`src/sv/vhs_pkg.sv`:
```
// Shared types, widths, codes and reset values for the VAD hysteresis segmenter.
// No dependencies; every other file of the block imports this package.
package vhs_pkg;

    // Field widths fixed by the item formats
    localparam int PROB_W      = 13;
    localparam int WIN_W       = 5;
    localparam int HANG_W      = 16;
    localparam int MINLEN_W    = 16;
    localparam int MAXLEN_W    = 20;
    localparam int SEG_W       = 32;
    localparam int CAUSE_W     = 2;
    localparam int CFG_IDX_W   = 3;
    localparam int CFG_DATA_W  = 20;

    // Parameter defaults
    localparam int DEF_MAX_WINDOW = 16;
    localparam int DEF_FRAME_BITS = 32;

    // Hangover used when the register holds zero
    localparam logic [HANG_W-1:0] DEFAULT_HANGOVER = HANG_W'(30);

    // Request codes
    localparam logic REQ_FRAME = 1'b0;
    localparam logic REQ_FLUSH = 1'b1;

    // Segment cause codes
    localparam logic [CAUSE_W-1:0] CAUSE_HANGOVER = 2'd0;
    localparam logic [CAUSE_W-1:0] CAUSE_MAXLEN   = 2'd1;
    localparam logic [CAUSE_W-1:0] CAUSE_FLUSH    = 2'd2;

    // Configuration register indexes
    localparam logic [CFG_IDX_W-1:0] REG_ENTER_THR  = 3'd0;
    localparam logic [CFG_IDX_W-1:0] REG_EXIT_THR   = 3'd1;
    localparam logic [CFG_IDX_W-1:0] REG_SMOOTH_WIN = 3'd2;
    localparam logic [CFG_IDX_W-1:0] REG_HANGOVER   = 3'd3;
    localparam logic [CFG_IDX_W-1:0] REG_MIN_SPEECH = 3'd4;
    localparam logic [CFG_IDX_W-1:0] REG_MAX_SPEECH = 3'd5;

    // Configuration register reset values
    localparam logic [PROB_W-1:0]   RST_ENTER_THR  = PROB_W'(2048);
    localparam logic [PROB_W-1:0]   RST_EXIT_THR   = PROB_W'(1434);
    localparam logic [WIN_W-1:0]    RST_SMOOTH_WIN = WIN_W'(1);
    localparam logic [HANG_W-1:0]   RST_HANGOVER   = HANG_W'(0);
    localparam logic [MINLEN_W-1:0] RST_MIN_SPEECH = MINLEN_W'(25);
    localparam logic [MAXLEN_W-1:0] RST_MAX_SPEECH = MAXLEN_W'(0);

    typedef struct packed {
        logic [PROB_W-1:0]   enter_threshold;
        logic [PROB_W-1:0]   exit_threshold;
        logic [WIN_W-1:0]    smooth_window;
        logic [HANG_W-1:0]   hangover_frames;
        logic [MINLEN_W-1:0] min_speech_frames;
        logic [MAXLEN_W-1:0] max_speech_frames;
    } t_vhs_cfg;

    // One classified item between front and back
    typedef struct packed {
        logic              req_type;
        logic [PROB_W-1:0] prob;
    } t_vhs_item;

endpackage

```
`src/sv/vhs_if.sv`:
```
// Channel interfaces of the VAD hysteresis segmenter: input, result and config write.
// Depends on vhs_pkg for field widths.
interface vhs_in_if import vhs_pkg::*; ();
    logic              valid;
    logic              ready;
    logic              req_type;
    logic [PROB_W-1:0] prob;

    modport source (output valid, output req_type, output prob, input ready);
    modport sink   (input valid, input req_type, input prob, output ready);
endinterface

interface vhs_out_if import vhs_pkg::*; ();
    logic               valid;
    logic               ready;
    logic [SEG_W-1:0]   seg_start;
    logic [SEG_W-1:0]   seg_end;
    logic [CAUSE_W-1:0] seg_cause;

    modport source (output valid, output seg_start, output seg_end, output seg_cause,
                    input ready);
    modport sink   (input valid, input seg_start, input seg_end, input seg_cause,
                    output ready);
endinterface

interface vhs_cfg_if import vhs_pkg::*; ();
    logic                  valid;
    logic                  ready;
    logic [CFG_IDX_W-1:0]  index;
    logic [CFG_DATA_W-1:0] data;

    modport source (output valid, output index, output data, input ready);
    modport sink   (input valid, input index, input data, output ready);
endinterface

```
`src/sv/vhs_front.sv`:
```
// Front end: accepts items, keeps the probability history and computes the smoothed value
// (serial sum over the history memory, then a restoring divider). Depends on vhs_pkg.
module vhs_front import vhs_pkg::*; #(
    parameter int MAX_WINDOW = DEF_MAX_WINDOW
) (
    input  logic      i_clk,
    input  logic      i_rst_n,
    input  t_vhs_cfg  i_cfg,
    input  logic      i_valid,
    input  t_vhs_item i_item,
    output logic      o_ready,
    output logic      o_push,
    output t_vhs_item o_push_item,
    input  logic      i_full
);

    localparam int HW    = (MAX_WINDOW > 1) ? $clog2(MAX_WINDOW) : 1;
    localparam int CW    = $clog2(MAX_WINDOW + 1);
    localparam int SW    = PROB_W + $clog2(MAX_WINDOW);
    localparam int XW    = ((CW > WIN_W) ? CW : WIN_W) + 1;
    localparam int CNT_W = $clog2(((SW > MAX_WINDOW) ? SW : MAX_WINDOW) + 1);

    localparam logic [1:0] ST_IDLE = 2'd0;
    localparam logic [1:0] ST_SUM  = 2'd1;
    localparam logic [1:0] ST_DIV  = 2'd2;
    localparam logic [1:0] ST_PUSH = 2'd3;

    logic [1:0]        r_state, n_state;
    logic [HW-1:0]     r_head, n_head;
    logic [CW-1:0]     r_count, n_count;
    logic [CW-1:0]     r_n, n_n;
    logic [HW-1:0]     r_rd_idx, n_rd_idx;
    logic [CNT_W-1:0]  r_cnt, n_cnt;
    logic [SW-1:0]     r_sum, n_sum;
    logic [SW-1:0]     r_div, n_div;
    logic [CW-1:0]     r_rem, n_rem;
    logic [PROB_W-1:0] r_rd_data;
    logic [PROB_W-1:0] r_hist [MAX_WINDOW];

    logic              accept;
    logic              smooth_on;
    logic [XW-1:0]     win_x;
    logic [XW-1:0]     win_sat_x;
    logic [CW:0]       n_cand;
    logic [CW:0]       rem_sh;
    logic              ge;
    logic [CW:0]       rem_sub;
    logic [SW-1:0]     sum_add;

    assign o_ready   = (r_state == ST_IDLE) && !i_full;
    assign accept    = i_valid && o_ready;
    assign smooth_on = i_cfg.smooth_window > WIN_W'(1);

    // Clamp the window to the history depth and grow the fill count by one
    assign win_x     = XW'(i_cfg.smooth_window);
    assign win_sat_x = (win_x > XW'(MAX_WINDOW)) ? XW'(MAX_WINDOW) : win_x;
    assign n_cand    = {1'b0, r_count} + (CW + 1)'(1);

    // One restoring divide step
    assign rem_sh  = {r_rem, r_div[SW-1]};
    assign ge      = rem_sh >= {1'b0, r_n};
    assign rem_sub = rem_sh - {1'b0, r_n};

    assign sum_add = r_sum + SW'(r_rd_data);

    always_comb begin
        n_state     = r_state;
        n_head      = r_head;
        n_count     = r_count;
        n_n         = r_n;
        n_rd_idx    = r_rd_idx;
        n_cnt       = r_cnt;
        n_sum       = r_sum;
        n_div       = r_div;
        n_rem       = r_rem;
        o_push      = 1'b0;
        o_push_item = i_item;

        case (r_state)
            ST_IDLE: begin
                if (accept) begin
                    if (i_item.req_type == REQ_FRAME && smooth_on) begin
                        // Store the sample, then walk back over the newest entries
                        n_head   = (r_head == HW'(MAX_WINDOW - 1)) ? '0 : r_head + HW'(1);
                        if (n_cand > (CW + 1)'(win_sat_x)) begin
                            n_count = CW'(win_sat_x);
                        end else begin
                            n_count = n_cand[CW-1:0];
                        end
                        n_n      = n_count;
                        n_rd_idx = r_head;
                        n_cnt    = '0;
                        n_sum    = '0;
                        n_state  = ST_SUM;
                    end else begin
                        // Raw frame or flush goes straight to the queue
                        o_push = 1'b1;
                    end
                end
            end
            ST_SUM: begin
                n_rd_idx = (r_rd_idx == '0) ? HW'(MAX_WINDOW - 1) : r_rd_idx - HW'(1);
                n_cnt    = r_cnt + CNT_W'(1);
                if (r_cnt != '0) begin
                    n_sum = sum_add;
                end
                if (r_cnt == CNT_W'(r_n)) begin
                    n_div   = sum_add;
                    n_rem   = '0;
                    n_cnt   = '0;
                    n_state = ST_DIV;
                end
            end
            ST_DIV: begin
                n_div = {r_div[SW-2:0], ge};
                n_rem = ge ? rem_sub[CW-1:0] : rem_sh[CW-1:0];
                n_cnt = r_cnt + CNT_W'(1);
                if (r_cnt == CNT_W'(SW - 1)) begin
                    n_state = ST_PUSH;
                end
            end
            ST_PUSH: begin
                o_push_item.req_type = REQ_FRAME;
                o_push_item.prob     = r_div[PROB_W-1:0];
                if (!i_full) begin
                    o_push  = 1'b1;
                    n_state = ST_IDLE;
                end
            end
            default: begin
                n_state = ST_IDLE;
            end
        endcase
    end

    // Control state
    always_ff @(posedge i_clk) begin
        if (!i_rst_n) begin
            r_state <= ST_IDLE;
            r_head  <= '0;
            r_count <= '0;
        end else begin
            r_state <= n_state;
            r_head  <= n_head;
            r_count <= n_count;
        end
    end

    // Datapath registers
    always_ff @(posedge i_clk) begin
        r_n      <= n_n;
        r_rd_idx <= n_rd_idx;
        r_cnt    <= n_cnt;
        r_sum    <= n_sum;
        r_div    <= n_div;
        r_rem    <= n_rem;
    end

    // History memory: write a smoothed frame's sample on accept, registered read while summing
    always_ff @(posedge i_clk) begin
        if (accept && i_item.req_type == REQ_FRAME && smooth_on) begin
            r_hist[r_head] <= i_item.prob;
        end
        r_rd_data <= r_hist[r_rd_idx];
    end

endmodule

```
`src/sv/vhs_queue.sv`:
```
// Two-beat queue between the front end and the segment machine.
// Depends on vhs_pkg for the item type.
module vhs_queue import vhs_pkg::*; (
    input  logic      i_clk,
    input  logic      i_rst_n,
    input  logic      i_push,
    input  t_vhs_item i_push_item,
    output logic      o_full,
    input  logic      i_pop,
    output logic      o_valid,
    output t_vhs_item o_item
);

    logic [1:0] r_fill;
    logic       r_wr_ptr;
    logic       r_rd_ptr;
    t_vhs_item  r_slot [2];

    assign o_full  = r_fill == 2'd2;
    assign o_valid = r_fill != 2'd0;
    assign o_item  = r_slot[r_rd_ptr];

    // Advance pointers and fill level
    always_ff @(posedge i_clk) begin
        if (!i_rst_n) begin
            r_fill   <= '0;
            r_wr_ptr <= 1'b0;
            r_rd_ptr <= 1'b0;
        end else begin
            if (i_push) begin
                r_wr_ptr <= ~r_wr_ptr;
            end
            if (i_pop) begin
                r_rd_ptr <= ~r_rd_ptr;
            end
            if (i_push && !i_pop) begin
                r_fill <= r_fill + 2'd1;
            end else if (i_pop && !i_push) begin
                r_fill <= r_fill - 2'd1;
            end
        end
    end

    // Hold the payload
    always_ff @(posedge i_clk) begin
        if (i_push) begin
            r_slot[r_wr_ptr] <= i_push_item;
        end
    end

endmodule

```
`src/sv/vhs_back.sv`:
```
// Segment machine: silence / speech / trailing with hysteresis, hangover, split and flush,
// and the result register. Depends on vhs_pkg.
module vhs_back import vhs_pkg::*; #(
    parameter int FRAME_BITS = DEF_FRAME_BITS
) (
    input  logic               i_clk,
    input  logic               i_rst_n,
    input  t_vhs_cfg           i_cfg,
    input  logic               i_q_valid,
    input  t_vhs_item          i_q_item,
    output logic               o_pop,
    output logic               o_valid,
    input  logic               i_ready,
    output logic [SEG_W-1:0]   o_seg_start,
    output logic [SEG_W-1:0]   o_seg_end,
    output logic [CAUSE_W-1:0] o_seg_cause
);

    localparam int CMP_W = (FRAME_BITS > MAXLEN_W) ? FRAME_BITS : MAXLEN_W;

    localparam logic [1:0] MODE_SILENCE  = 2'd0;
    localparam logic [1:0] MODE_SPEECH   = 2'd1;
    localparam logic [1:0] MODE_TRAILING = 2'd2;

    logic [1:0]            r_mode, n_mode;
    logic [HANG_W-1:0]     r_sil, n_sil;
    logic [FRAME_BITS-1:0] r_frame, n_frame;
    logic [FRAME_BITS-1:0] r_start, n_start;
    logic [FRAME_BITS-1:0] r_end, n_end;
    logic                  r_out_valid;
    logic [SEG_W-1:0]      r_seg_start;
    logic [SEG_W-1:0]      r_seg_end;
    logic [CAUSE_W-1:0]    r_seg_cause;

    logic [1:0]            mode_eff;
    logic [FRAME_BITS-1:0] len_now;
    logic [FRAME_BITS-1:0] len_seg;
    logic                  now_long_enough;
    logic                  seg_long_enough;
    logic                  split_due;
    logic                  speech;
    logic [HANG_W-1:0]     limit;
    logic [HANG_W-1:0]     sil_inc;
    logic                  emit;
    logic [FRAME_BITS-1:0] e_start;
    logic [FRAME_BITS-1:0] e_end;
    logic [CAUSE_W-1:0]    e_cause;

    assign o_pop       = i_q_valid && (!r_out_valid || i_ready);
    assign o_valid     = r_out_valid;
    assign o_seg_start = r_seg_start;
    assign o_seg_end   = r_seg_end;
    assign o_seg_cause = r_seg_cause;

    // Lengths and threshold tests
    assign mode_eff = (r_mode == MODE_SPEECH || r_mode == MODE_TRAILING) ? r_mode
                                                                          : MODE_SILENCE;
    assign len_now  = r_frame - r_start;
    assign len_seg  = r_end - r_start;
    assign now_long_enough = CMP_W'(len_now) >= CMP_W'(i_cfg.min_speech_frames);
    assign seg_long_enough = CMP_W'(len_seg) >= CMP_W'(i_cfg.min_speech_frames);
    assign split_due = (mode_eff == MODE_SPEECH) && (i_cfg.max_speech_frames != '0) &&
                       (CMP_W'(len_now) >= CMP_W'(i_cfg.max_speech_frames));
    assign speech = (mode_eff == MODE_SILENCE) ? (i_q_item.prob >= i_cfg.enter_threshold)
                                               : (i_q_item.prob >= i_cfg.exit_threshold);
    assign limit   = (i_cfg.hangover_frames != '0) ? i_cfg.hangover_frames : DEFAULT_HANGOVER;
    assign sil_inc = (r_sil == '1) ? r_sil : r_sil + HANG_W'(1);

    always_comb begin
        n_mode  = r_mode;
        n_sil   = r_sil;
        n_frame = r_frame;
        n_start = r_start;
        n_end   = r_end;
        emit    = 1'b0;
        e_start = r_start;
        e_end   = r_frame;
        e_cause = CAUSE_FLUSH;

        if (o_pop) begin
            if (i_q_item.req_type == REQ_FLUSH) begin
                // Close an open segment at the current frame count
                if (mode_eff != MODE_SILENCE) begin
                    emit   = now_long_enough;
                    n_mode = MODE_SILENCE;
                end
            end else begin
                n_mode = mode_eff;
                if (split_due) begin
                    emit    = 1'b1;
                    e_cause = CAUSE_MAXLEN;
                    n_start = r_frame;
                    n_end   = r_frame;
                end
                case (mode_eff)
                    MODE_SPEECH: begin
                        if (!speech) begin
                            n_mode = MODE_TRAILING;
                            n_sil  = HANG_W'(1);
                        end
                        n_end = r_frame;
                    end
                    MODE_TRAILING: begin
                        if (speech) begin
                            n_mode = MODE_SPEECH;
                            n_sil  = '0;
                        end else begin
                            n_sil = sil_inc;
                            if (sil_inc >= limit) begin
                                emit    = seg_long_enough;
                                e_end   = r_end;
                                e_cause = CAUSE_HANGOVER;
                                n_mode  = MODE_SILENCE;
                            end
                        end
                    end
                    default: begin
                        if (speech) begin
                            n_mode  = MODE_SPEECH;
                            n_start = r_frame;
                            n_sil   = '0;
                        end
                    end
                endcase
                n_frame = r_frame + FRAME_BITS'(1);
            end
        end
    end

    // Machine state and result valid
    always_ff @(posedge i_clk) begin
        if (!i_rst_n) begin
            r_mode      <= MODE_SILENCE;
            r_sil       <= '0;
            r_frame     <= '0;
            r_start     <= '0;
            r_end       <= '0;
            r_out_valid <= 1'b0;
        end else begin
            r_mode  <= n_mode;
            r_sil   <= n_sil;
            r_frame <= n_frame;
            r_start <= n_start;
            r_end   <= n_end;
            if (emit) begin
                r_out_valid <= 1'b1;
            end else if (i_ready) begin
                r_out_valid <= 1'b0;
            end
        end
    end

    // Result payload
    always_ff @(posedge i_clk) begin
        if (emit) begin
            r_seg_start <= SEG_W'(e_start);
            r_seg_end   <= SEG_W'(e_end);
            r_seg_cause <= e_cause;
        end
    end

endmodule

```
`src/sv/vad_hysteresis_segmenter.sv`:
```
// Top level of the VAD hysteresis segmenter: configuration registers, front end,
// queue and segment machine. Depends on vhs_pkg, vhs_if, vhs_front, vhs_queue, vhs_back.
//
//   channel  dir  payload                         beat when
//   i_in     in   req_type, prob                  valid && ready
//   o_out    out  seg_start, seg_end, seg_cause   valid && ready
//   i_cfg    in   index, data                     valid && ready (ready always high)
//
// A flush, or a frame with smoothing off, goes into the queue in the cycle it is accepted and is
// decided when the segment machine pops it. A smoothed frame is summed with one history read
// per entry, then divided at one quotient bit per cycle, before it goes into the queue.
// Reset is synchronous, active low; it restores register defaults and clears the machine.
// A stalled result is held in the output register while the queue takes two more beats.
module vad_hysteresis_segmenter import vhs_pkg::*; #(
    parameter int MAX_WINDOW = DEF_MAX_WINDOW,
    parameter int FRAME_BITS = DEF_FRAME_BITS
) (
    input  logic      i_clk,
    input  logic      i_rst_n,
    vhs_in_if.sink    i_in,
    vhs_out_if.source o_out,
    vhs_cfg_if.sink   i_cfg
);

    t_vhs_cfg  r_cfg;
    t_vhs_item in_item;
    t_vhs_item push_item;
    t_vhs_item q_item;
    logic      push;
    logic      full;
    logic      pop;
    logic      q_valid;

    // Register writes
    assign i_cfg.ready = 1'b1;

    always_ff @(posedge i_clk) begin
        if (!i_rst_n) begin
            r_cfg.enter_threshold   <= RST_ENTER_THR;
            r_cfg.exit_threshold    <= RST_EXIT_THR;
            r_cfg.smooth_window     <= RST_SMOOTH_WIN;
            r_cfg.hangover_frames   <= RST_HANGOVER;
            r_cfg.min_speech_frames <= RST_MIN_SPEECH;
            r_cfg.max_speech_frames <= RST_MAX_SPEECH;
        end else if (i_cfg.valid) begin
            case (i_cfg.index)
                REG_ENTER_THR:  r_cfg.enter_threshold   <= i_cfg.data[PROB_W-1:0];
                REG_EXIT_THR:   r_cfg.exit_threshold    <= i_cfg.data[PROB_W-1:0];
                REG_SMOOTH_WIN: r_cfg.smooth_window     <= i_cfg.data[WIN_W-1:0];
                REG_HANGOVER:   r_cfg.hangover_frames   <= i_cfg.data[HANG_W-1:0];
                REG_MIN_SPEECH: r_cfg.min_speech_frames <= i_cfg.data[MINLEN_W-1:0];
                REG_MAX_SPEECH: r_cfg.max_speech_frames <= i_cfg.data[MAXLEN_W-1:0];
                default: begin
                end
            endcase
        end
    end

    assign in_item.req_type = i_in.req_type;
    assign in_item.prob     = i_in.prob;

    vhs_front #(
        .MAX_WINDOW (MAX_WINDOW)
    ) u_front (
        .i_clk       (i_clk),
        .i_rst_n     (i_rst_n),
        .i_cfg       (r_cfg),
        .i_valid     (i_in.valid),
        .i_item      (in_item),
        .o_ready     (i_in.ready),
        .o_push      (push),
        .o_push_item (push_item),
        .i_full      (full)
    );

    vhs_queue u_queue (
        .i_clk       (i_clk),
        .i_rst_n     (i_rst_n),
        .i_push      (push),
        .i_push_item (push_item),
        .o_full      (full),
        .i_pop       (pop),
        .o_valid     (q_valid),
        .o_item      (q_item)
    );

    vhs_back #(
        .FRAME_BITS (FRAME_BITS)
    ) u_back (
        .i_clk       (i_clk),
        .i_rst_n     (i_rst_n),
        .i_cfg       (r_cfg),
        .i_q_valid   (q_valid),
        .i_q_item    (q_item),
        .o_pop       (pop),
        .o_valid     (o_out.valid),
        .i_ready     (o_out.ready),
        .o_seg_start (o_out.seg_start),
        .o_seg_end   (o_out.seg_end),
        .o_seg_cause (o_out.seg_cause)
    );

endmodule

```
`src/flat_wrapper.sv`:
```
// flat-port wrapper written by rule: the top's interface ports become plain ports
module vad_hysteresis_segmenter_flat import vhs_pkg::*;
#(
    parameter int MAX_WINDOW = DEF_MAX_WINDOW,
    parameter int FRAME_BITS = DEF_FRAME_BITS
)
  (i_clk, i_rst_n, i_in_valid, i_in_req_type, i_in_prob, i_in_ready, o_out_valid, o_out_seg_start, o_out_seg_end, o_out_seg_cause, o_out_ready, i_cfg_valid, i_cfg_index, i_cfg_data, i_cfg_ready);
  vhs_in_if i_in_i ();
  vhs_out_if o_out_i ();
  vhs_cfg_if i_cfg_i ();
  input  logic i_clk;
  input  logic i_rst_n;
  input wire logic [$bits(i_in_i.valid)-1:0] i_in_valid;
  input wire logic [$bits(i_in_i.req_type)-1:0] i_in_req_type;
  input wire logic [$bits(i_in_i.prob)-1:0] i_in_prob;
  output wire logic [$bits(i_in_i.ready)-1:0] i_in_ready;
  output wire logic [$bits(o_out_i.valid)-1:0] o_out_valid;
  output wire logic [$bits(o_out_i.seg_start)-1:0] o_out_seg_start;
  output wire logic [$bits(o_out_i.seg_end)-1:0] o_out_seg_end;
  output wire logic [$bits(o_out_i.seg_cause)-1:0] o_out_seg_cause;
  input wire logic [$bits(o_out_i.ready)-1:0] o_out_ready;
  input wire logic [$bits(i_cfg_i.valid)-1:0] i_cfg_valid;
  input wire logic [$bits(i_cfg_i.index)-1:0] i_cfg_index;
  input wire logic [$bits(i_cfg_i.data)-1:0] i_cfg_data;
  output wire logic [$bits(i_cfg_i.ready)-1:0] i_cfg_ready;
  assign i_in_i.valid = i_in_valid;
  assign i_in_i.req_type = i_in_req_type;
  assign i_in_i.prob = i_in_prob;
  assign i_in_ready = i_in_i.ready;
  assign o_out_valid = o_out_i.valid;
  assign o_out_seg_start = o_out_i.seg_start;
  assign o_out_seg_end = o_out_i.seg_end;
  assign o_out_seg_cause = o_out_i.seg_cause;
  assign o_out_i.ready = o_out_ready;
  assign i_cfg_i.valid = i_cfg_valid;
  assign i_cfg_i.index = i_cfg_index;
  assign i_cfg_i.data = i_cfg_data;
  assign i_cfg_ready = i_cfg_i.ready;
  vad_hysteresis_segmenter #(.MAX_WINDOW(MAX_WINDOW), .FRAME_BITS(FRAME_BITS)) u_core (.i_clk(i_clk), .i_rst_n(i_rst_n), .i_in(i_in_i), .o_out(o_out_i), .i_cfg(i_cfg_i));
endmodule
```
`config.mk`:
```
export PLATFORM = sky130hd
export DESIGN_NAME = vad_hysteresis_segmenter_flat
export DESIGN_NICKNAME = d
export VERILOG_FILES = /design/src/sv/vhs_pkg.sv /design/src/sv/vhs_if.sv /design/src/sv/vhs_front.sv /design/src/sv/vhs_queue.sv /design/src/sv/vhs_back.sv /design/src/sv/vad_hysteresis_segmenter.sv /design/src/flat_wrapper.sv
export SDC_FILE = /design/constraint.sdc
export NUM_CORES = 1
export LEC_CHECK = 0
export ABC_AREA = 1
export BUFFER_PORTS_ARGS = -buffer_cell sky130_fd_sc_hd__buf_2
export CORE_MARGIN = 2
export CORE_UTILIZATION = 55
export CTS_BUF_LIST = sky130_fd_sc_hd__clkbuf_8 sky130_fd_sc_hd__clkbuf_16
export CTS_CLUSTER_SIZE = 14
export DETAILED_ROUTE_END_ITERATION = 6
export PLACE_DENSITY_LB_ADDON = 0.1
export SYNTH_ARGS = -nofsm -noshare
export SYNTH_HDL_FRONTEND = slang
export SYNTH_HIERARCHICAL = 1
export SYNTH_SLANG_ARGS = --single-unit
```
`constraint.sdc`:
```
create_clock -name i_clk -period 12.08 [get_ports i_clk]
set_input_delay 0.604 -clock i_clk [delete_from_list [all_inputs] [get_ports i_clk]]
set_output_delay 0.604 -clock i_clk [all_outputs]
set_load 0.02 [all_outputs]
```
## Yosys cells after proc, flatten, opt, wreduce, memory -nomap -nowiden

Memories as Yosys holds them, arrays and structs flattened. A register that Yosys moved wholly into a read port is not among the register bits.
Index checks and enable logic that the tools add are counted.

| word-level totals | value |
|---|---|
| bits in latches | 0 |
| memories kept | 2 |
| flip-flop bits (word level) | 332 |
| bits of input ports | 42 |
| bits in writable memories | 236 |
| memory bits (read-only) | 0 |
| word-level logic and storage cells | 208 |

| cells by class | value |
|---|---|
| muxes and demuxes | 77 |
| $add $sub $neg | 12 |
| bitwise logic cells | 5 |
| shift operators | 0 |
| divide/modulo/power cells | 0 |
| order comparisons | 10 |
| multipliers | 0 |
| reductions and logical operators | 50 |
| eq/ne operators | 25 |

Memories:

| name | words | bits a word | rd ports | clocked after Yosys merged registers in | wr ports | RTL line | RTL |
|---|---|---|---|---|---|---|---|
| u_core.u_front.r_hist | 16 | 13 | 1 | 1 | 1 | vhs_front.sv:38 | `logic [PROB_W-1:0] r_hist [MAX_WINDOW];` |
| u_core.u_queue.r_slot | 2 | 14 | 1 | 1 | 1 | vhs_queue.sv:17 | `t_vhs_item r_slot [2];` |

Operators by type and width:

| operator | number |
|---|---|
| $mux 32 | 10 |
| $mux 16 | 5 |
| $mux 17 | 4 |
| $pmux 17 s2 | 2 |
| $ge 32x16->1 | 2 |
| $sub 32x32->32 | 2 |
| $mux 2 | 18 |
| $mux 5 | 7 |
| $add 32x1->32 const B | 1 |
| $ge 32x20->1 | 1 |
| $pmux 16 s2 | 1 |
| $ge 13x13->1 | 2 |
| $reduce_bool 20->1 | 1 |
| $mux 1 | 19 |
| $reduce_and 2->1 | 9 |
| $add 17x13->17 | 1 |
| $add 16x1->16 const B | 1 |
| $eq 16x16->1 const B | 1 |
| $ge 16x16->1 | 1 |
| $mux 4 | 4 |
| $reduce_bool 16->1 | 1 |
| $pmux 5 s3 | 1 |
| $mux 14 | 1 |
| $ne 2x2->1 const B | 7 |
| 39 further kinds | 77 |

## Longest topological paths before layout

Gate-level depths: netlist of the first run.

| logic depth | value |
|---|---|
| depth after elaboration | 13 |
| mapped depth | 28 |
| mapped depth without buffers | 28 |

## Hierarchy

Netlist of the first run, hierarchy kept.

Modules (own cells, without submodules):

| module | cells each | instances | seq. area each (sq um) | area an instance (sq um) |
|---|---|---|---|---|
| vhs_back | 2,122 | 1 | 4,284.1 | 14,232.4 |
| vhs_front | 1,180 | 1 | 8,318.0 | 12,923.6 |
| vad_hysteresis_segmenter | 479 | 1 | 1,661.6 | 3,294.4 |
| vhs_queue | 78 | 1 | 940.9 | 1,237.4 |

## Worst setup path before layout of the first run

OpenSTA, ideal clock, no wires.

| timing | value |
|---|---|
| kind | register to register |
| from | reg u_core.u_back.r_frame[0] |
| to | reg u_core.u_back.r_seg_cause[0], in the netlist u_core/u_back/o_seg_cause[0] (enable) |
| path buffers | 0 |
| slack | 7,379 ps |
| stages on the path, launching flop included | 26 |
| arrival | 3,997 ps |
| cells stage by stage | dfxtp_1 inv_1 ha_1 inv_1 fa_1 nand3_1 nand2_1 nand2_1 nand2_1 nand2_1 nand3_1 nand3_1 nand3_1 xnor2_1 inv_1 ha_1 nand2_1 nor2_1 a211oi_1 nand2_1 nor2_1 nand3_1 nand2_2 nand2_1 nand2_1 nand2_1 |

| between the ends | value |
|---|---|
| cells in the longest elaborated chain, start to end | 9 |

RTL lines:

| what | RTL line | RTL |
|---|---|---|
| from (decl) | vhs_back.sv:27 | `logic [FRAME_BITS-1:0] r_frame, n_frame;` |
| from (signal assigned) | vhs_back.sv:142 | `r_frame <= n_frame;` |
| $sub 32x32->32 (*) | vhs_back.sv:58 | `assign len_now = r_frame - r_start;` |
| $ge 32x20->1 | vhs_back.sv:63 | `(CMP_W'(len_now) >= CMP_W'(i_cfg.max_speech_frames));` |
| $logic_and 1x1->1 | vhs_back.sv:62 | `assign split_due = (mode_eff == MODE_SPEECH) && (i_cfg.max_speech_frames != '0) &&` |
| $mux 1 | vhs_back.sv:89 | `if (split_due) begin` |
| $mux 1 | vhs_back.sv:109 | `if (sil_inc >= limit) begin` |
| $mux 1 | vhs_back.sv:104 | `if (speech) begin` |
| $mux 1 | vhs_back.sv:95 | `case (mode_eff)` |
| $mux 1 (*) | vhs_back.sv:81 | `if (i_q_item.req_type == REQ_FLUSH) begin` |
| $mux 1 (*) | vhs_back.sv:80 | `if (o_pop) begin` |
| named net u_core.u_back.emit | vhs_back.sv:44 | `logic emit;` |
| to (signal assigned) | vhs_back.sv:158 | `r_seg_cause <= e_cause;` |
| to (decl) | vhs_back.sv:33 | `logic [CAUSE_W-1:0] r_seg_cause;` |

Mark *: on every way through the listed nets, which the timed path passes. The rest lies on a longest branch.
A chain may end at the register's enable or synchronous reset.

==> flow_metrics.env, run 1 <==
export IMPL_grt_overflow=0
export IMPL_synth_top_area_cell="edfxtp_1"
export IMPL_ys_types=57
export IMPL_synth_flop_cell="edfxtp_1"
export IMPL_synthCells=3859
export IMPL_drc=0
export IMPL_cts_buffer_depth=3
export IMPL_ys_seq_area_frac=0.480
export IMPL_cts_setup_buffers=0
export IMPL_cts_made_buffers=59
export IMPL_first_global_vias=24008
export IMPL_grt_max_degree=76
export IMPL_ys_top_cells_by_area="edfxtp_1, dfxtp_1, nand2_1"
export IMPL_fin_util=0.612
export IMPL_drive_above_1_share=0.0791
export IMPL_antenna_found_initial=0
export IMPL_synth_common_cells="nand2_1, nor2_1, inv_1, edfxtp_1, a21oi_1"
export IMPL_hpwl_mm=59.6
export IMPL_placedCellCount=4640
export IMPL_yosysTopAreaCellShare=0.336
export IMPL_async_flop_share=0
export IMPL_setup_ws_ns=7.06
export IMPL_cts_tree="built"
export IMPL_skew_ns=0.0545
export IMPL_io_buffer_count=109
export IMPL_postSynthAreaPerCell_um2=8.21
export IMPL_syn_num_nets=4102
export IMPL_finalNetCount=4188
export IMPL_place_ws_ns=7.05
export IMPL_hp_class="in2reg"
export IMPL_peakVddDrop_v=0.000179
export IMPL_hold_buffers=0
export IMPL_p_sw_frac=0.464
export IMPL_min_period_over_period=0.415
export IMPL_yosysMostFrequentCell="nand2_1"
export IMPL_chipWidth_um=244
export IMPL_first_pass_iters=5
export IMPL_row_count=87
export IMPL_p_switching_uw=4420
export IMPL_ys_warn_count=6
export IMPL_power_frac_comb=0.543
export IMPL_worst_setup_path_end_kind="register"
export IMPL_cp_max_fo=66
export IMPL_period_needed_ns=5.02
export IMPL_routabilityCongestion=0.966
export IMPL_num_io_pins=111
export IMPL_internal_power_uw=5110
export IMPL_antenna_cells=0
export IMPL_pwr_share_clk=0.185
export IMPL_crit_required_ns=12.31
export IMPL_arrival_ns=5.25
export IMPL_synth_edf_count=355
export IMPL_die_area_mm2=0.0596
export IMPL_hold_viol_final=0
export IMPL_initial_utilization=0.559
export IMPL_clk_latency_ns=0.65
export IMPL_rsz0062_at_grt="false"
export IMPL_route_vias_total=25708
export IMPL_slew_violations=0
export IMPL_ant_nets=0
export IMPL_first_iter_violations=2107
export IMPL_syn2layout_area_growth_pct=9.60
export IMPL_tightest_slew_ns=1.02
export IMPL_fmax_mhz=199
export IMPL_criticalPathCategory="reg2reg"
export IMPL_die_h_um=244
export IMPL_routed_wl_mm=82.0
export IMPL_clock_sinks=582
export IMPL_leakage_uw=0.0151
export IMPL_setup_tns_ns=0
export IMPL_htreeDepth=2
export IMPL_grt_total_usage=0.273
export IMPL_status="finished clean"
export IMPL_p_seq_frac=0.272
export IMPL_wire_per_inst_um=17.3
export IMPL_core_area_mm2=0.0567
export IMPL_cap_violations=0
export IMPL_setup_viol=0
export IMPL_worst_slew_margin_rel=0.319
export IMPL_syn_cell_area_mm2=0.0317
export IMPL_clk_pin_slew_ns=0.06
export IMPL_viasPerCell=5.41
export IMPL_synth_seq_cells=582
export IMPL_grt_pass1_wl_mm=130
export IMPL_setup_worst_path_start_class="register"
export IMPL_cts_resized=0
export IMPL_clock_root_buffer="clkbuf_16"
export IMPL_power_density_mw_per_mm2=275
export IMPL_finalNonFillerCells=4749
export IMPL_n_fill_cell=5198
==> logic make-up (layout without fill, tap and decap cells) <==
family,count (synthesis),count (layout),synth area share
other,1,1,0.000118
DFF,582,582,0.480
AOI/OAI and AO/OA,560,560,0.0973
and+or+nand+nor,1841,1841,0.240
muxes,27,27,0.00959
xor gates and xnor gates,69,69,0.0191
adders and majority gates,201,201,0.0803
buffers and inverters,578,712,0.0742
==> power groups by stage <==
stage               logic (uW)  clock network [uW]  registers [uW]
floorplan                 3790                   0            2610
global placement          5020                   0            2630
detailed placement        5080                   0            2640
CTS                       5120                1790            2600
global route              5860                1870            2630
finish                    5180                1760            2600
==> registers in the layout, summed over array words and instances (netlist names), 2 cells and up, named ones only <==
name,cells
u_core/u_front/r_count,5
u_core/u_back/r_frame,32
u_core/u_back/o_seg_cause,2
u_core/u_queue/r_fill,2
u_core/u_front/r_rd_data,13
u_core/u_front/r_div,17
u_core/u_front/r_head,4
u_core/u_back/r_sil,16
u_core/u_queue/r_slot,28
u_core/u_back/o_seg_start,32
u_core/u_back/r_mode,2
u_core/u_front/r_state,2
u_core/u_front/r_hist,208
u_core/u_front/r_cnt,5
u_core/u_front/r_sum,17
u_core/u_front/r_rem,5
u_core/u_front/r_rd_idx,4
u_core/u_front/r_n,5
u_core/u_back/r_end,32
u_core/u_back/o_seg_end,32
u_core/r_cfg,83
u_core/u_back/e_start,32
==> worst max-delay path, cell delays in order, from the launching register on <==
cell and delay, ns:
dfxtp_1 0.71, mux2_2 0.43, ha_1 0.30, a21oi_1 0.12, o21ai_1 0.08, nand3_1 0.07, nand2_1 0.07, nand3_1 0.07
nand3_1 0.10, nand2_1 0.14, nand2_1 0.18, nor2_2 0.61, nand2_1 0.23, inv_1 0.14, nand2_2 0.05, buf_4 0.30
nand2_1 0.17, nand2_1 0.09, nand2_2 0.06, buf_4 0.62
==> path summary, 6_finish.rpt <==
path / cells after the start / end / start / slack (ns)
hold / removal: 3 / u_core/r_cfg[67]$_SDFFE_PN1P_ / i_cfg_data[10] / 0.20
setup / recovery: 19 / u_core/u_back/o_seg_end[19]$_DFFE_PP_ / register / 7.06
hold reg to reg: 0 / u_core/u_back/o_seg_start[7]$_DFFE_PP_ / u_core/u_back/e_start[7]$_SDFFE_PN0P_ / 0.45
setup reg to reg: 19 / u_core/u_back/o_seg_end[19]$_DFFE_PP_ / register / 7.06
==> through the flow <==
stage	hold WS, ns	power, uW	instance area, um^2
5_1_grt	0.195	10400	34700
6_report	0.197	9540	34700
4_1_cts	0.165	9510	34700
3_5_place_dp	0.445	7720	32800
3_3_place_gp	0.438	7650	32800
2_1_floorplan	0.431	6400	31700
==> cells in the final DEF (no fill, tap or decap), types with 5 or more instances in the layout <==
| cell type | synthesis | final |
|---|---|---|
| nand4_1 | 36 | 36 |
| o221ai_1 | 15 | 15 |
| dfxtp_1 | 227 | 227 |
| clkbuf_16 | 0 | 59 |
| mux2_2 | 27 | 27 |
| edfxtp_1 | 355 | 355 |
| xnor2_1 | 19 | 19 |
| nand2_2 | 10 | 12 |
| nand2_1 | 858 | 856 |
| a31oi_1 | 7 | 7 |
| o21bai_1 | 12 | 12 |
| clkinv_2 | 0 | 16 |
| inv_2 | 8 | 8 |
| o22ai_1 | 19 | 19 |
| nor2_1 | 608 | 604 |
| buf_4 | 8 | 34 |
| o21ai_0 | 210 | 210 |
| inv_1 | 451 | 465 |
| nand3_1 | 225 | 225 |
| xor2_1 | 50 | 50 |
| a21oi_1 | 233 | 232 |
| clkbuf_8 | 0 | 8 |
| a211oi_1 | 6 | 6 |
| o211ai_1 | 40 | 40 |
| nor2_2 | 11 | 14 |
| buf_2 | 43 | 108 |
| o21ai_1 | 5 | 5 |
| nor3_1 | 42 | 41 |
| nor4_1 | 17 | 17 |
| ha_1 | 197 | 197 |
| nand3b_1 | 15 | 15 |
==> layer usage <==
layer  routed length, um  vias to the layer above  global-route usage
met1               36600                    11883               0.368
met5                   0                        -                   0
met2               38300                      712               0.456
met3                4270                      147              0.0315
li1                    -                    12966                   -
met4                2860                        0              0.0981
==> layout make-up <==
class / instances / area (um^2) / area share
Tap cell: 756 / 946 / 0.0272
Inverter: 461 / 1730 / 0.0499
Sequential cell: 582 / 15200 / 0.438
Multi-Input combinational cell: 2699 / 14200 / 0.408
Clock buffer: 67 / 1590 / 0.0457
Clock inverter: 42 / 303 / 0.00872
Timing Repair Buffer: 142 / 796 / 0.0229
No activity file was read; power rests on OpenSTA's default activity.
==> run 2, diff against run 1 <==
--- a/config.mk
+++ b/config.mk
@@ -5,7 +5,7 @@
 export SDC_FILE = /design/constraint.sdc
 export NUM_CORES = 1
 export LEC_CHECK = 0
-export ABC_AREA = 1
+export ABC_AREA = 0
 export BUFFER_PORTS_ARGS = -buffer_cell sky130_fd_sc_hd__buf_2
 export CORE_MARGIN = 2
 export CORE_UTILIZATION = 55
==> constraint.sdc (replaced) <==
create_clock -name i_clk -period 5.23 [get_ports i_clk]
set_input_delay 0.2615 -clock i_clk [delete_from_list [all_inputs] [get_ports i_clk]]
set_output_delay 0.2615 -clock i_clk [all_outputs]
set_load 0.02 [all_outputs]
==> run 2 against run 1 <==
- clock-buffer cell count is 4 lower
- global-route usage shrank 0.74 points
- area after synthesis down 3.0%
- critical endpoint is now u_core/u_back/o_seg_end[26]$_DFFE_PP_
- critical path type unchanged
==> flow_metrics.env, run 2 <==
export IMPL_status="finished clean"
export IMPL_cts_tree="built"
export IMPL_period_needed_ns=4.95
export IMPL_power_density_mw_per_mm2=362
export IMPL_crit_required_ns=5.56
export IMPL_die_area_mm2=0.0578
export IMPL_synth_top_family_by_area="simple AND/OR/NAND/NOR gates"
export IMPL_rr_endpoint="u_core/u_back/o_seg_end[26]$_DFFE_PP_"
export IMPL_worst_slew_margin_rel=0.210
export IMPL_largest_reg_flops=208
export IMPL_htreeDepth=2
export IMPL_synthMuxAreaShare=0.111
export IMPL_met3_usage=0.0382
export IMPL_syn_num_nets=3033
export IMPL_synth_edf_count=355
export IMPL_antenna_found_initial=0
export IMPL_hp_class="in2reg"
export IMPL_core_area_mm2=0.0552
export IMPL_ys_warn_count=6
export IMPL_setup_viol=0
export IMPL_ant_nets=0
export IMPL_postSynthAreaPerCell_um2=11.0
export IMPL_clk_latency_ns=0.67
export IMPL_synthCells=2790
export IMPL_fin_util=0.619
export IMPL_largest_register="u_core/u_front/r_hist"
export IMPL_critPathTopFamily="compound AO/OA/AOI/OAI gates"
export IMPL_peakVddDrop_v=0.000327
export IMPL_clock_root_buffer="clkbuf_16"
export IMPL_grt_pass1_wl_mm=120
export IMPL_synth_compound_area_frac=0.112
export IMPL_tightest_slew_ns=1.19
export IMPL_fin_area_mm2=0.0341
export IMPL_slowest_stage="a2111oi_1"
export IMPL_arrival_ns=5.28
export IMPL_worst_setup_path_end_kind="register"
export IMPL_cap_violations=0
export IMPL_worst_path_stages=20
export IMPL_hpwl_mm=54.3
export IMPL_synth_top_area_cell="edfxtp_1"
export IMPL_num_io_pins=111
export IMPL_critPathCapture="u_core/u_back/o_seg_end[26]$_DFFE_PP_"
export IMPL_cts_buffer_depth=3
export IMPL_ys_seq_area_frac=0.495
export IMPL_setup_worst_path_start_class="register"
export IMPL_first_pass_iters=6
export IMPL_synth_flop_cell="edfxtp_1"
export IMPL_yosysTopAreaCellShare=0.347
export IMPL_drive_above_1_share=0.138
export IMPL_fmax_mhz=202
export IMPL_criticalPathCategory="reg2reg"
export IMPL_worst_path_buf_inv=2
export IMPL_skew_ns=0.0502
export IMPL_clk_pin_slew_ns=0.06
export IMPL_final_common_cell="edfxtp_1"
export IMPL_routed_wl_mm=77.0
export IMPL_viasPerCell=5.97
export IMPL_routabilityCongestion=0.930
export IMPL_slew_violations=0
export IMPL_wire_per_inst_um=20.9
export IMPL_die_h_um=240
export IMPL_synthSimpleGateAreaFrac=0.130
export IMPL_yosysMostFrequentCell="edfxtp_1"
export IMPL_holdWs_ns=0.0276
export IMPL_critPathMostFrequentCell="a21oi_1"
export IMPL_synth_common_cells="edfxtp_1, nand2_1, dfxtp_1, nor2_1, ha_1"
export IMPL_antenna_cells=0
export IMPL_placed_area_mm2=0.0319
export IMPL_drc=0
export IMPL_met2_usage=0.449
export IMPL_slowest_delay_ns=0.40
export IMPL_first_global_vias=21290
export IMPL_critPathLaunch="u_core/u_back/e_start[1]$_SDFFE_PN0P_"
export IMPL_reg_largest_list="u_core/u_front/r_hist (208), u_core/r_cfg (83)"
export IMPL_chipWidth_um=240
export IMPL_synthXorXnorAreaFrac=0.0293
export IMPL_finalNetCount=3128
export IMPL_route_vias_total=21988
export IMPL_setup_tns_ns=0
export IMPL_async_flop_share=0
export IMPL_final_cell_mix="edfxtp_1, nand2_1, dfxtp_1"
export IMPL_grt_overflow=0
export IMPL_ff2ff_setup_slack_ns=0.28
export IMPL_synth_seq_cells=582
export IMPL_syn2layout_area_growth_pct=11.1
export IMPL_min_period_over_period=0.947
export IMPL_n_fill_cell=4465
export IMPL_first_iter_violations=1648
export IMPL_io_buffer_count=109
export IMPL_rsz0062_at_grt="false"
export IMPL_r2r_start="u_core/u_back/e_start[1]$_SDFFE_PN0P_"
export IMPL_top_usage_layer="met2"
export IMPL_grt_max_degree=110
export IMPL_hold_viol_final=0
export IMPL_initial_utilization=0.557
export IMPL_cp_cell_sequence="inv_1 -> ha_1 -> nor2b_1 -> o2111ai_1 -> a21oi_1 -> or2_0 -> a21oi_1 -> xnor2_1 -> ha_1 -> a21oi_1 -> o21ai_0 -> a31oi_1 -> o221ai_1 -> a2111oi_1 -> nand3_1 -> a2111oi_1 -> nand4_1 -> o21ai_1 -> nand2_2 -> buf_12"
export IMPL_grt_total_usage=0.266
export IMPL_syn_cell_area_mm2=0.0307
export IMPL_synth_fa_ha_area_frac=0.0828
export IMPL_cp_max_fo=66
export IMPL_worst_r2r_path_depth=20
export IMPL_ys_types=99
export IMPL_row_count=86
export IMPL_cts_made_buffers=59
export IMPL_clock_sinks=582
export IMPL_leakage_uw=0.0136
export IMPL_ys_top_cells_by_area="edfxtp_1, dfxtp_1, ha_1"
export IMPL_met1_usage=0.357
[run 2: final cells by class]
cell class,instances,area (um^2),area share
sequential,582,15200,0.445
multi-input combinational,1920,14400,0.421
tap,748,936,0.0274
clock buffer,63,1550,0.0455
timing repair buffer,163,1050,0.0308
clock inverter,47,424,0.0124
inverter,159,598,0.0175
[run 2: stage by stage]
step                      power [uW]  worst slack (ns)  instances
after floorplan                 7450             0.435       2790
after global placement          8090             0.563       3548
after detailed placement        8160             0.378       3548
after CTS                      12400             0.319       3682
after global routing           12900           0.00227       3682
final                          12400             0.276       3682
[run 2: cells by family (layout without fill, tap and decap cells)]
| kind of cell | Yosys count | after routing |
|---|---|---|
| simple gates | 837 | 837 |
| flops | 582 | 582 |
| compound gates | 526 | 526 |
| buf+inv | 288 | 432 |
| mux | 252 | 252 |
| fa+ha+maj | 201 | 201 |
| xor+xnor | 103 | 103 |
| other cells | 1 | 1 |
[run 2: layer usage]
layer,vias up,routed length [um]
li1,10447,-
met1,10728,33600
met2,689,37000
met3,124,4350
met4,0,2030
met5,-,0
[run 2: how the worst min path moves through the flow]
stage	from	end	slack (ns)	cells after the start
2_1_floorplan	i_in_prob[0]	u_core/u_front/r_hist[0][0]$_DFFE_PP_	0.36	0
3_3_place_gp	u_core/u_back/e_start[10]$_SDFFE_PN0P_	u_core/u_back/o_seg_start[10]$_DFFE_PP_	0.44	0
3_5_place_dp	u_core/u_back/e_start[6]$_SDFFE_PN0P_	u_core/u_back/o_seg_start[6]$_DFFE_PP_	0.45	0
4_1_cts	i_in_prob[10]	u_core/u_front/r_hist[13][10]$_DFFE_PP_	0.002	1
5_1_grt	i_cfg_data[14]	u_core/r_cfg[14]$_SDFFE_PN0P_	0.02	3
6_report	i_in_prob[5]	u_core/u_front/r_hist[14][5]$_DFFE_PP_	0.03	1
[run 2: repair_timing]
item                                   4_1_cts  5_1_grt
setup endpoints to repair                    0       66
resized for setup                            0        5
setup buffers                                0        0
endpoints found under the hold margin      178        0
hold buffers                                24        0
[run 2: worst register-to-register path: stages, from the launching register on]
cell	delay, ns
dfxtp_1	0.35
inv_1	0.12
ha_1	0.29
nor2b_1	0.19
o2111ai_1	0.17
a21oi_1	0.28
or2_0	0.38
a21oi_1	0.14
xnor2_1	0.21
ha_1	0.29
a21oi_1	0.15
o21ai_0	0.10
a31oi_1	0.18
o221ai_1	0.15
a2111oi_1	0.33
nand3_1	0.13
a2111oi_1	0.40
nand4_1	0.21
o21ai_1	0.18
nand2_2	0.10
buf_12	0.21
[run 2: where the power goes]
group	internal, uW	switching (uW)
clock network	2400	1840
registers	5180	147
logic	1150	1640
total	8720	3630
